[src/rtl/pcc_pkg.sv]
// pcc_pkg: shared types, register indexes and saturation helpers for the
// PID controller block. No dependencies; imported by every RTL module.
`timescale 1ns / 1ps
`default_nettype none

package pcc_pkg;

  // Configuration register indexes
  localparam int unsigned CfgIdxW = 3;
  localparam logic [CfgIdxW-1:0] REG_GAIN_P    = 3'd0;
  localparam logic [CfgIdxW-1:0] REG_GAIN_I    = 3'd1;
  localparam logic [CfgIdxW-1:0] REG_GAIN_D    = 3'd2;
  localparam logic [CfgIdxW-1:0] REG_OUT_MIN   = 3'd3;
  localparam logic [CfgIdxW-1:0] REG_OUT_MAX   = 3'd4;
  localparam logic [CfgIdxW-1:0] REG_INT_LIMIT = 3'd5;

  localparam logic        FUNC_STEP  = 1'b0;
  localparam logic        FUNC_CLEAR = 1'b1;

  // Divider: 32-bit magnitude scaled by 2^16 gives a 48-bit dividend
  localparam int unsigned DivSteps = 48;
  localparam int unsigned DivCntW  = 6;

  typedef enum logic [3:0] {
    ST_IDLE,
    ST_CLEAR,
    ST_ERR,
    ST_MUL_EI,
    ST_INTEG,
    ST_MUL_P,
    ST_MUL_I,
    ST_ACC_I,
    ST_WAIT_D,
    ST_MUL_D,
    ST_ACC_D,
    ST_CLAMP
  } pcc_state_e;

  typedef struct packed {
    logic        start;
    logic        neg;
    logic [31:0] mag;
    logic [23:0] divisor;
  } pcc_div_req_t;

  typedef struct packed {
    logic        busy;
    logic        done;
    logic [31:0] quot;
  } pcc_div_rsp_t;

  // Saturate a 50-bit signed value to 32 bits
  function automatic logic signed [31:0] sat32(input logic signed [49:0] v);
    logic signed [49:0] hi;
    logic signed [49:0] lo;
    hi = 50'sh0_0000_7FFF_FFFF;
    lo = -50'sh0_0000_8000_0000;
    if (v > hi) begin
      sat32 = 32'sh7FFF_FFFF;
    end else if (v < lo) begin
      sat32 = 32'sh8000_0000;
    end else begin
      sat32 = v[31:0];
    end
  endfunction

endpackage

`default_nettype wire

[src/rtl/pcc_div.sv]
// pcc_div: restoring serial divider for the derivative term, one quotient
// bit per cycle, with signed saturation of the result. Uses pcc_pkg.
`timescale 1ns / 1ps
`default_nettype none

module pcc_div import pcc_pkg::*; (
  input  wire logic         clk_i,
  input  wire logic         rst_ni,
  input  wire pcc_div_req_t req_i,
  output pcc_div_rsp_t      rsp_o
);

  logic               busy_q, busy_d;
  logic               done_q, done_d;
  logic [DivCntW-1:0] cnt_q, cnt_d;
  logic [47:0]        num_q, num_d;
  logic [23:0]        rem_q, rem_d;
  logic [23:0]        dvs_q, dvs_d;
  logic               neg_q, neg_d;

  logic [24:0] trial;
  logic [24:0] trial_sub;
  logic        ge;
  logic [31:0] quot;

  assign trial     = {rem_q, num_q[47]};
  assign trial_sub = trial - {1'b0, dvs_q};
  assign ge        = trial >= {1'b0, dvs_q};

  always_comb begin
    busy_d = busy_q;
    done_d = done_q;
    cnt_d  = cnt_q;
    num_d  = num_q;
    rem_d  = rem_q;
    dvs_d  = dvs_q;
    neg_d  = neg_q;
    if (req_i.start) begin
      busy_d = 1'b1;
      done_d = 1'b0;
      cnt_d  = '0;
      num_d  = {req_i.mag, 16'h0000};
      rem_d  = '0;
      dvs_d  = req_i.divisor;
      neg_d  = req_i.neg;
    end else if (busy_q) begin
      // shift in one dividend bit, subtract when it fits
      rem_d = ge ? trial_sub[23:0] : trial[23:0];
      num_d = {num_q[46:0], ge};
      cnt_d = cnt_q + 1'b1;
      if (cnt_q == DivCntW'(DivSteps - 1)) begin
        busy_d = 1'b0;
        done_d = 1'b1;
      end
    end
  end

  always_ff @(posedge clk_i or negedge rst_ni) begin
    if (!rst_ni) begin
      busy_q <= 1'b0;
      done_q <= 1'b0;
      cnt_q  <= '0;
    end else begin
      busy_q <= busy_d;
      done_q <= done_d;
      cnt_q  <= cnt_d;
    end
  end

  always_ff @(posedge clk_i) begin
    num_q <= num_d;
    rem_q <= rem_d;
    dvs_q <= dvs_d;
    neg_q <= neg_d;
  end

  // apply sign and saturate to 32 bits
  always_comb begin
    if (neg_q) begin
      if (num_q > 48'h0000_8000_0000) begin
        quot = 32'h8000_0000;
      end else begin
        quot = ~num_q[31:0] + 32'd1;
      end
    end else begin
      if (num_q > 48'h0000_7FFF_FFFF) begin
        quot = 32'h7FFF_FFFF;
      end else begin
        quot = num_q[31:0];
      end
    end
  end

  assign rsp_o.busy = busy_q;
  assign rsp_o.done = done_q;
  assign rsp_o.quot = quot;

endmodule

`default_nettype wire

[src/rtl/pid_controller_clamped.sv]
// PID controller step in signed Q16.16 with anti-windup and output clamp.
// A control step waits on the serial divider for the derivative (the
// shared 33x33 multiplier runs alongside it); a clear, or a step with a
// zero time_step, does not use the divider. The block takes one word at
// a time; a finished word waits in the output register while the next
// word is accepted.
// Depends on pcc_pkg and pcc_div.
`timescale 1ns / 1ps
`default_nettype none

module pid_controller_clamped import pcc_pkg::*; (
  input  wire logic               clk_i,
  input  wire logic               rst_ni,
  input  wire logic               cfg_valid_i,
  output      logic               cfg_ready_o,
  input  wire logic [CfgIdxW-1:0] cfg_index_i,
  input  wire logic [31:0]        cfg_data_i,
  input  wire logic               in_valid_i,
  output      logic               in_ready_o,
  input  wire logic               func_i,
  input  wire logic signed [31:0] target_i,
  input  wire logic signed [31:0] measured_i,
  input  wire logic [23:0]        time_step_i,
  output      logic               out_valid_o,
  input  wire logic               out_ready_i,
  output      logic signed [31:0] drive_o
);

  pcc_state_e state_q, state_d;

  logic signed [31:0] gain_p_q, gain_i_q, gain_d_q;
  logic signed [31:0] out_min_q, out_max_q;
  logic [30:0]        int_limit_q;

  logic signed [31:0] target_q, measured_q;
  logic [23:0]        dt_q;

  logic signed [31:0] err_q, last_err_q, integ_q, deriv_q;
  logic signed [65:0] prod_q;
  logic signed [33:0] acc_q;
  logic               out_valid_q;
  logic signed [31:0] drive_q;

  logic               out_free;
  logic               in_acc;
  logic               div_ok;

  // sequencer controls
  logic mul_en, err_en, integ_en, acc_ld, acc_add, deriv_ld, div_start, fin_clear, fin_step;

  logic signed [32:0] mul_a, mul_b;
  logic signed [31:0] prod_sat;
  logic signed [32:0] diff;
  logic signed [32:0] diff_abs;
  logic signed [32:0] sub33;
  logic signed [32:0] integ_sum;
  logic signed [32:0] lim33;
  logic signed [31:0] integ_new;
  logic signed [31:0] clamped;

  pcc_div_req_t div_req;
  pcc_div_rsp_t div_rsp;

  assign out_free    = !out_valid_q || out_ready_i;
  assign in_ready_o  = (state_q == ST_IDLE);
  assign in_acc      = in_valid_i && in_ready_o;
  assign cfg_ready_o = 1'b1;
  assign out_valid_o = out_valid_q;
  assign drive_o     = drive_q;
  assign div_ok      = (dt_q == 24'd0) || div_rsp.done;

  // next state
  always_comb begin
    state_d = state_q;
    case (state_q)
      ST_IDLE:   if (in_valid_i) state_d = (func_i == FUNC_CLEAR) ? ST_CLEAR : ST_ERR;
      ST_CLEAR:  if (out_free) state_d = ST_IDLE;
      ST_ERR:    state_d = ST_MUL_EI;
      ST_MUL_EI: state_d = ST_INTEG;
      ST_INTEG:  state_d = ST_MUL_P;
      ST_MUL_P:  state_d = ST_MUL_I;
      ST_MUL_I:  state_d = ST_ACC_I;
      ST_ACC_I:  state_d = ST_WAIT_D;
      ST_WAIT_D: if (div_ok) state_d = ST_MUL_D;
      ST_MUL_D:  state_d = ST_ACC_D;
      ST_ACC_D:  state_d = ST_CLAMP;
      ST_CLAMP:  if (out_free) state_d = ST_IDLE;
      default:   state_d = ST_IDLE;
    endcase
  end

  // sequencer outputs
  always_comb begin
    mul_en    = 1'b0;
    err_en    = 1'b0;
    integ_en  = 1'b0;
    acc_ld    = 1'b0;
    acc_add   = 1'b0;
    deriv_ld  = 1'b0;
    div_start = 1'b0;
    fin_clear = 1'b0;
    fin_step  = 1'b0;
    mul_a     = '0;
    mul_b     = '0;
    case (state_q)
      ST_CLEAR:  fin_clear = out_free;
      ST_ERR:    err_en = 1'b1;
      ST_MUL_EI: begin
        mul_en    = 1'b1;
        mul_a     = {err_q[31], err_q};
        mul_b     = {9'd0, dt_q};
        div_start = (dt_q != 24'd0);
      end
      ST_INTEG:  integ_en = 1'b1;
      ST_MUL_P:  begin
        mul_en = 1'b1;
        mul_a  = {gain_p_q[31], gain_p_q};
        mul_b  = {err_q[31], err_q};
      end
      ST_MUL_I:  begin
        mul_en = 1'b1;
        acc_ld = 1'b1;
        mul_a  = {gain_i_q[31], gain_i_q};
        mul_b  = {integ_q[31], integ_q};
      end
      ST_ACC_I:  acc_add = 1'b1;
      ST_WAIT_D: deriv_ld = div_ok;
      ST_MUL_D:  begin
        mul_en = 1'b1;
        mul_a  = {gain_d_q[31], gain_d_q};
        mul_b  = {deriv_q[31], deriv_q};
      end
      ST_ACC_D:  acc_add = 1'b1;
      ST_CLAMP:  fin_step = out_free;
      default:   ;
    endcase
  end

  // datapath
  assign prod_sat = sat32(prod_q[65:16]);
  assign sub33    = {target_q[31], target_q} - {measured_q[31], measured_q};

  assign diff     = {err_q[31], err_q} - {last_err_q[31], last_err_q};
  assign diff_abs = diff[32] ? -diff : diff;

  assign div_req.start   = div_start;
  assign div_req.neg     = diff[32];
  assign div_req.mag     = diff_abs[31:0];
  assign div_req.divisor = dt_q;

  assign integ_sum = {integ_q[31], integ_q} + {prod_sat[31], prod_sat};
  assign lim33     = {2'b00, int_limit_q};

  always_comb begin
    if (integ_sum > lim33) begin
      integ_new = lim33[31:0];
    end else if (integ_sum < -lim33) begin
      integ_new = 32'(-lim33);
    end else begin
      integ_new = integ_sum[31:0];
    end
  end

  // low clamp wins when the limits are inverted
  always_comb begin
    if (acc_q < $signed({{2{out_min_q[31]}}, out_min_q})) begin
      clamped = out_min_q;
    end else if (acc_q > $signed({{2{out_max_q[31]}}, out_max_q})) begin
      clamped = out_max_q;
    end else begin
      clamped = acc_q[31:0];
    end
  end

  pcc_div u_div (
    .clk_i  (clk_i),
    .rst_ni (rst_ni),
    .req_i  (div_req),
    .rsp_o  (div_rsp)
  );

  // control state, configuration and stored controller state
  always_ff @(posedge clk_i or negedge rst_ni) begin
    if (!rst_ni) begin
      state_q     <= ST_IDLE;
      out_valid_q <= 1'b0;
      gain_p_q    <= '0;
      gain_i_q    <= '0;
      gain_d_q    <= '0;
      out_min_q   <= 32'sh8000_0000;
      out_max_q   <= 32'sh7FFF_FFFF;
      int_limit_q <= 31'h7FFF_FFFF;
      last_err_q  <= '0;
      integ_q     <= '0;
    end else begin
      state_q <= state_d;
      if (fin_clear || fin_step) begin
        out_valid_q <= 1'b1;
      end else if (out_ready_i) begin
        out_valid_q <= 1'b0;
      end
      if (cfg_valid_i) begin
        case (cfg_index_i)
          REG_GAIN_P:    gain_p_q    <= cfg_data_i;
          REG_GAIN_I:    gain_i_q    <= cfg_data_i;
          REG_GAIN_D:    gain_d_q    <= cfg_data_i;
          REG_OUT_MIN:   out_min_q   <= cfg_data_i;
          REG_OUT_MAX:   out_max_q   <= cfg_data_i;
          REG_INT_LIMIT: int_limit_q <= cfg_data_i[30:0];
          default:       ;
        endcase
      end
      if (fin_clear) begin
        last_err_q <= '0;
        integ_q    <= '0;
      end else begin
        if (fin_step) last_err_q <= err_q;
        if (integ_en) integ_q <= integ_new;
      end
    end
  end

  // payload registers
  always_ff @(posedge clk_i) begin
    if (in_acc) begin
      target_q   <= target_i;
      measured_q <= measured_i;
      dt_q       <= time_step_i;
    end
    if (err_en) err_q <= sat32({{17{sub33[32]}}, sub33});
    if (mul_en) prod_q <= mul_a * mul_b;
    if (acc_ld) begin
      acc_q <= {{2{prod_sat[31]}}, prod_sat};
    end else if (acc_add) begin
      acc_q <= acc_q + {{2{prod_sat[31]}}, prod_sat};
    end
    if (deriv_ld) deriv_q <= (dt_q == 24'd0) ? 32'sd0 : div_rsp.quot;
    if (fin_clear) begin
      drive_q <= '0;
    end else if (fin_step) begin
      drive_q <= clamped;
    end
  end

endmodule

`default_nettype wire

[config.mk]
export PLATFORM = sky130hd
export DESIGN_NAME = pid_controller_clamped
export DESIGN_NICKNAME = d
export VERILOG_FILES = /design/src/rtl/pcc_pkg.sv /design/src/rtl/pcc_div.sv /design/src/rtl/pid_controller_clamped.sv
export SDC_FILE = /design/constraint.sdc
export NUM_CORES = 2
export LEC_CHECK = 0
export ABC_CLOCK_PERIOD_IN_PS = 22000
export BUFFER_PORTS_ARGS = -buffer_cell sky130_fd_sc_hd__buf_4
export CAP_MARGIN = 5
export CORE_ASPECT_RATIO = 1.1
export CORE_MARGIN = 3
export CORE_UTILIZATION = 58
export CTS_CLUSTER_DIAMETER = 40
export DETAILED_ROUTE_END_ITERATION = 10
export PLACE_DENSITY = 0.86
export SYNTH_ARGS = -nofsm -noshare
export SYNTH_HDL_FRONTEND = slang
export SYNTH_HIERARCHICAL = 1
export SYNTH_SLANG_ARGS = --single-unit
[constraint.sdc]
create_clock -name clk_i -period 22 [get_ports clk_i]
set_input_delay 4.4 -clock clk_i [delete_from_list [all_inputs] [get_ports clk_i]]
set_output_delay 4.4 -clock clk_i [all_outputs]
set_load 0.03 [all_outputs]
After elaboration in Yosys (flattened, before gate mapping) --
Index checks and enable logic that the tools add are counted.
Storage, ports and cells: register bits after elaboration 649, bits of input ports 129, output and inout bits 35, word-level logic and storage cells 140
Operators by class: $add $sub $neg 9, multiply operators 1, $lt $le $gt $ge 11, equal/unequal tests 20, multiplexer cells 46, bitwise operators 1, reductions and logical operators 26
Operator list (number):
- 32-bit 2-to-1 mux | 15
- 33-bit one-hot mux with 4 select lines | 2
- 48-bit 2-to-1 mux | 2
- 34-bit 2-to-1 mux | 2
- 33-bit by 33-bit multiplier with 66-bit output | 1
- 32-bit by 32-bit subtractor with 33-bit output | 2
- 50-bit by 32-bit greater-than comparator with 1-bit output (second input constant) | 1
- 50-bit by 32-bit less-than comparator with 1-bit output (second input constant) | 1
- 48-bit by 31-bit greater-than comparator with 1-bit output (second input constant) | 1
- 48-bit by 32-bit greater-than comparator with 1-bit output (second input constant) | 1
- 4-bit one-hot mux with 11 select lines | 1
- 34-bit adder | 1
- 34-bit by 32-bit greater-than comparator with 1-bit output | 1
- 34-bit by 32-bit less-than comparator with 1-bit output | 1
- 32-bit by 32-bit adder with 33-bit output | 1
- 33-bit by 32-bit greater-than comparator with 1-bit output | 1
- 33-bit by 32-bit greater-than comparator with 1-bit output (second input constant) | 1
- 33-bit by 32-bit less-than comparator with 1-bit output (second input constant) | 1
- 33-bit less-than comparator | 1
- 31-bit negator with 33-bit output | 1
- 32-bit by 1-bit adder with 32-bit output (second input constant) | 1
- 32-bit negator | 1
- 32-bit NOT | 1
- 25-bit by 24-bit greater-or-equal comparator with 1-bit output | 1
- 29 further kinds | 72

Logic depth before layout (Yosys ltp) --
depth after elaboration 9, mapped depth 38, mapped depth without buffers 31

Cells and area by module --
The synthesis kept the hierarchy.
Modules (own cells, without submodules):
- pid_controller_clamped | instances 1, cells each 7427, area each 70251.1 sq um, sequential area each 14312.5 sq um
- pcc_div | instances 1, cells each 711, area each 6368.6 sq um, sequential area each 2712.6 sq um

Worst setup path after synthesis --
Ideal clock, no wire load.
kind flip-flop to flip-flop, from register state_q[2], to register prod_q[65], data pin, setup time 280 ps, arrival 10045 ps, required time 21720 ps, slack 11675 ps, stages on the path, launching flop included 36, buffers on the path 6, clock period less this slack 10325 ps, cell sequence dfrtp_1 > buf_2 > clkbuf_1 > nand2b_1 > nor3b_1 > buf_2 > buf_2 > buf_2 > a22oi_1 > nand2_1 > clkbuf_1 > nand2_1 > fa_1 > fa_1 > inv_1 > fa_1 > inv_1 > fa_1 > inv_1 > fa_1 > fa_1 > fa_1 > inv_1 > fa_1 > inv_1 > ha_1 > a21o_1 > a21o_1 > a21o_1 > a21boi_0 > o21ai_0 > a21oi_1 > o21ai_0 > and3_1 > a2111oi_0 > o211ai_1
Between the ends: longest elaborated chain between the ends 3, elaborated cells between the ends (all ways) 7, classes of those cells 1 x mul; 4 x eq/ne; 2 x mux
RTL lines:
- start, declared | RTL line pid_controller_clamped.sv:29 | pcc_state_e state_q, state_d;
- start signal, assigned | RTL line pid_controller_clamped.sv:196 | state_q <= state_d;
- 4-bit equality test, or another cell as far along | RTL line pid_controller_clamped.sv:105 | case (state_q)
- 33-bit one-hot mux with 4 select lines | RTL line pid_controller_clamped.sv:105
- 33-bit by 33-bit multiplier with 66-bit output * | RTL line pid_controller_clamped.sv:231 | if (mul_en) prod_q <= mul_a * mul_b;
- end signal, assigned | RTL line pid_controller_clamped.sv:231
- end, declared | RTL line pid_controller_clamped.sv:39 | logic signed [65:0] prod_q;
Mark *: on every way between the ends. The rest lies on a longest branch, timed or not. A chain may end at the register's enable or synchronous reset.

Final worst setup path --
from register state_q[2], to register prod_q[50], data pin
The elaborated chain is that of the path after synthesis.

==> run_results.csv <==
group,metric,value,unit
cts,cts_tree,"built",
route,routedWlPerCell,26.5,um
route,antenna_left,0,
place,port_buffers,162,
floorplanning,start_util,58.6,%
status,status,"finished clean",
route,viasPerCell,6.32,
cts,cts_buffers,101,
synth,synth_area,0.0766,mm2
global_routing,grt_antenna_before_repair,24,
floorplanning,io_pins,164,
timing,rsz0062_at_grt,"false",
cts,post-cts-setup-buffers,0,
cts,cts_buffer_depth,3,
timing,layout_setup_ws,10.06,ns
place,hpwl,199000,um
worst_setup_path,path_class,"flip-flop to flip-flop",
global_routing,grt_pass1_wl,398000,um
global_routing,grt-ovfl-total,0,
worst_setup_path,crit_fanout,68,
synth,syn_nets,9891,
cts,path_clk_slew,0.06,ns
global_routing,gr-usage-all-layers,39.0,%
route,first_pass_iters,11,
min_path,min_path_type,"flip-flop to flip-flop",
timing,tightest_slew,1.44,ns
place,pre_cts_slack,10.26,ns
worst_setup_path,cp.required,22.46,ns
floorplanning,die_h,387,um
floorplanning,fp.dieW,353,um
floorplanning,core-area,0.131,mm2
floorplanning,rows,139,
cells_and_area,drive_gt1_share,9.64,%
global_routing,grt_pass1_vias,66298,
timing,slew_headroom,3.59,%
cells_and_area,final_common_cell,"inv_1",
cts,htree_num_levels,3,
timing,fmax,83.8,MHz
cts,clk-insertion-delay-late,0.75,ns
timing,hold_viol,0,
place,gp_congestion,1.02,
cts,ctsRootBufferMaster,"clkbuf_16",
timing,setup_viol_count_final,0,
cells_and_area,final_cell_mix,"1402 x inv_1, 1126 x fa_1, 949 x nand2_1, 686 x nor2_1, 499 x ha_1",
timing,fin_crit,11.94,ns
global_routing,grt_max_degree,164,
cts,cts_sinks,633,
synth,avgSynthCellArea,9.42,um2
cts,hold_buffers,0,
route,dr_total_vias,63230,
worst_setup_path,end_kind,"flip-flop",
worst_setup_path,critPathArrivalTime,12.40,ns
worst_setup_path,worstSetupStartpointType,"flip-flop",
synth,synth_cells,8137,
cts,post_cts_resized,0,
floorplanning,fp.dieArea,0.136,mm2
route,drt-initial-drc-count,7607,
synth,yosysWarnings,6,
route,routed_wl,265000,um
timing,tns,0,ns
timing,final.period_utilization,54.3,%
cells_and_area,area_delta_synth_final,8.49,%
timing,skew,0.0751,ns
route,drc_errors,0,
timing,slew_violations,0,
cells_and_area,finalNonFillerCells,10003,
cells_and_area,finalNetCount,9888,
flow_run,cap_viol_max_count,0,
place,dp_cells,9793,
==> final cells by class <==
class	instances	area (um2)
Sequential cell	633	17000
Fill cell	10361	47700
Clock inverter	80	867
Inverter	1403	5270
Clock buffer	112	2610
Multi-Input combinational cell	5707	52900
Tap cell	1762	2200
Antenna cell	18	45.0
Timing Repair Buffer	288	2180
==> stage by stage <==
stage	util [%]	hold WS (ns)	cell area [um2]
after floorplan	-	0.451	76600
after global placement	60.9	0.448	79600
after detailed placement	60.9	0.455	79600
after CTS	63.5	0.470	83100
after global routing	63.5	0.491	83100
final	63.6	0.469	83100
==> state kept, by name, indices dropped and copies added, names as in the netlist, 6 cells and up <==
signal and count:
u_div/num_q 48, measured_q 32, deriv_q 32, dt_q 24, gain_d_q 32, prod_q 50
int_limit_q 31, acc_q 34, last_err_q 32, err_q 32, target_q 32, gain_p_q 32
out_max_q 32, drive_o 32, gain_i_q 32, out_min_q 32, u_div/rem_q 24, integ_q 32
u_div/dvs_q 24, u_div/cnt_q 6
==> routing by layer <==
layer	GRT usage (%)	routed length, um
met2	58.8	114000
met5	1.44	210
met4	34.4	30200
met1	44.3	88300
met3	12.9	32300
==> path summary, 6_finish.rpt <==
path                                               from  cells past startpoint                  endpoint  slack [ns]
max in group asynchronous                        rst_ni                      2  gain_p_q[28]$_DFFE_PN0P_       16.79
worst min register to register  drive_o[1]$_SDFFE_PP0P_                      2   drive_o[1]$_SDFFE_PP0P_        0.47
worst max-delay path             state_q[2]$_DFFE_PN0P_                     26      prod_q[50]$_DFFE_PP_       10.06
worst min-delay path            drive_o[1]$_SDFFE_PP0P_                      2   drive_o[1]$_SDFFE_PP0P_        0.47
worst max register to register   state_q[2]$_DFFE_PN0P_                     26      prod_q[50]$_DFFE_PP_       10.06
min in group asynchronous                        rst_ni                      1   integ_q[12]$_DFFE_PN0P_        3.68
==> worst max-delay path: stages, from the launching register on <==
cell      delay [ns]
dfrtp_1         0.88
and4bb_4        0.32
buf_4           0.54
a22oi_1         0.17
nand2_1         0.85
nand2_1         0.35
fa_1            0.84
fa_1            0.49
inv_1           0.14
fa_1            0.44
inv_1           0.54
fa_1            0.56
inv_1           0.80
fa_1            0.57
fa_1            0.48
fa_1            0.55
inv_1           0.05
fa_1            0.53
inv_1           0.04
ha_1            0.36
nand4_1         0.28
nor3_1          0.58
nand3_1         0.21
a31oi_1         0.41
nor2_1          0.26
o21bai_1        0.23
xor2_1          0.08
Power is not shown: default switching activity piles up to over one toggle a cycle in this logic, so the estimate is an artifact.
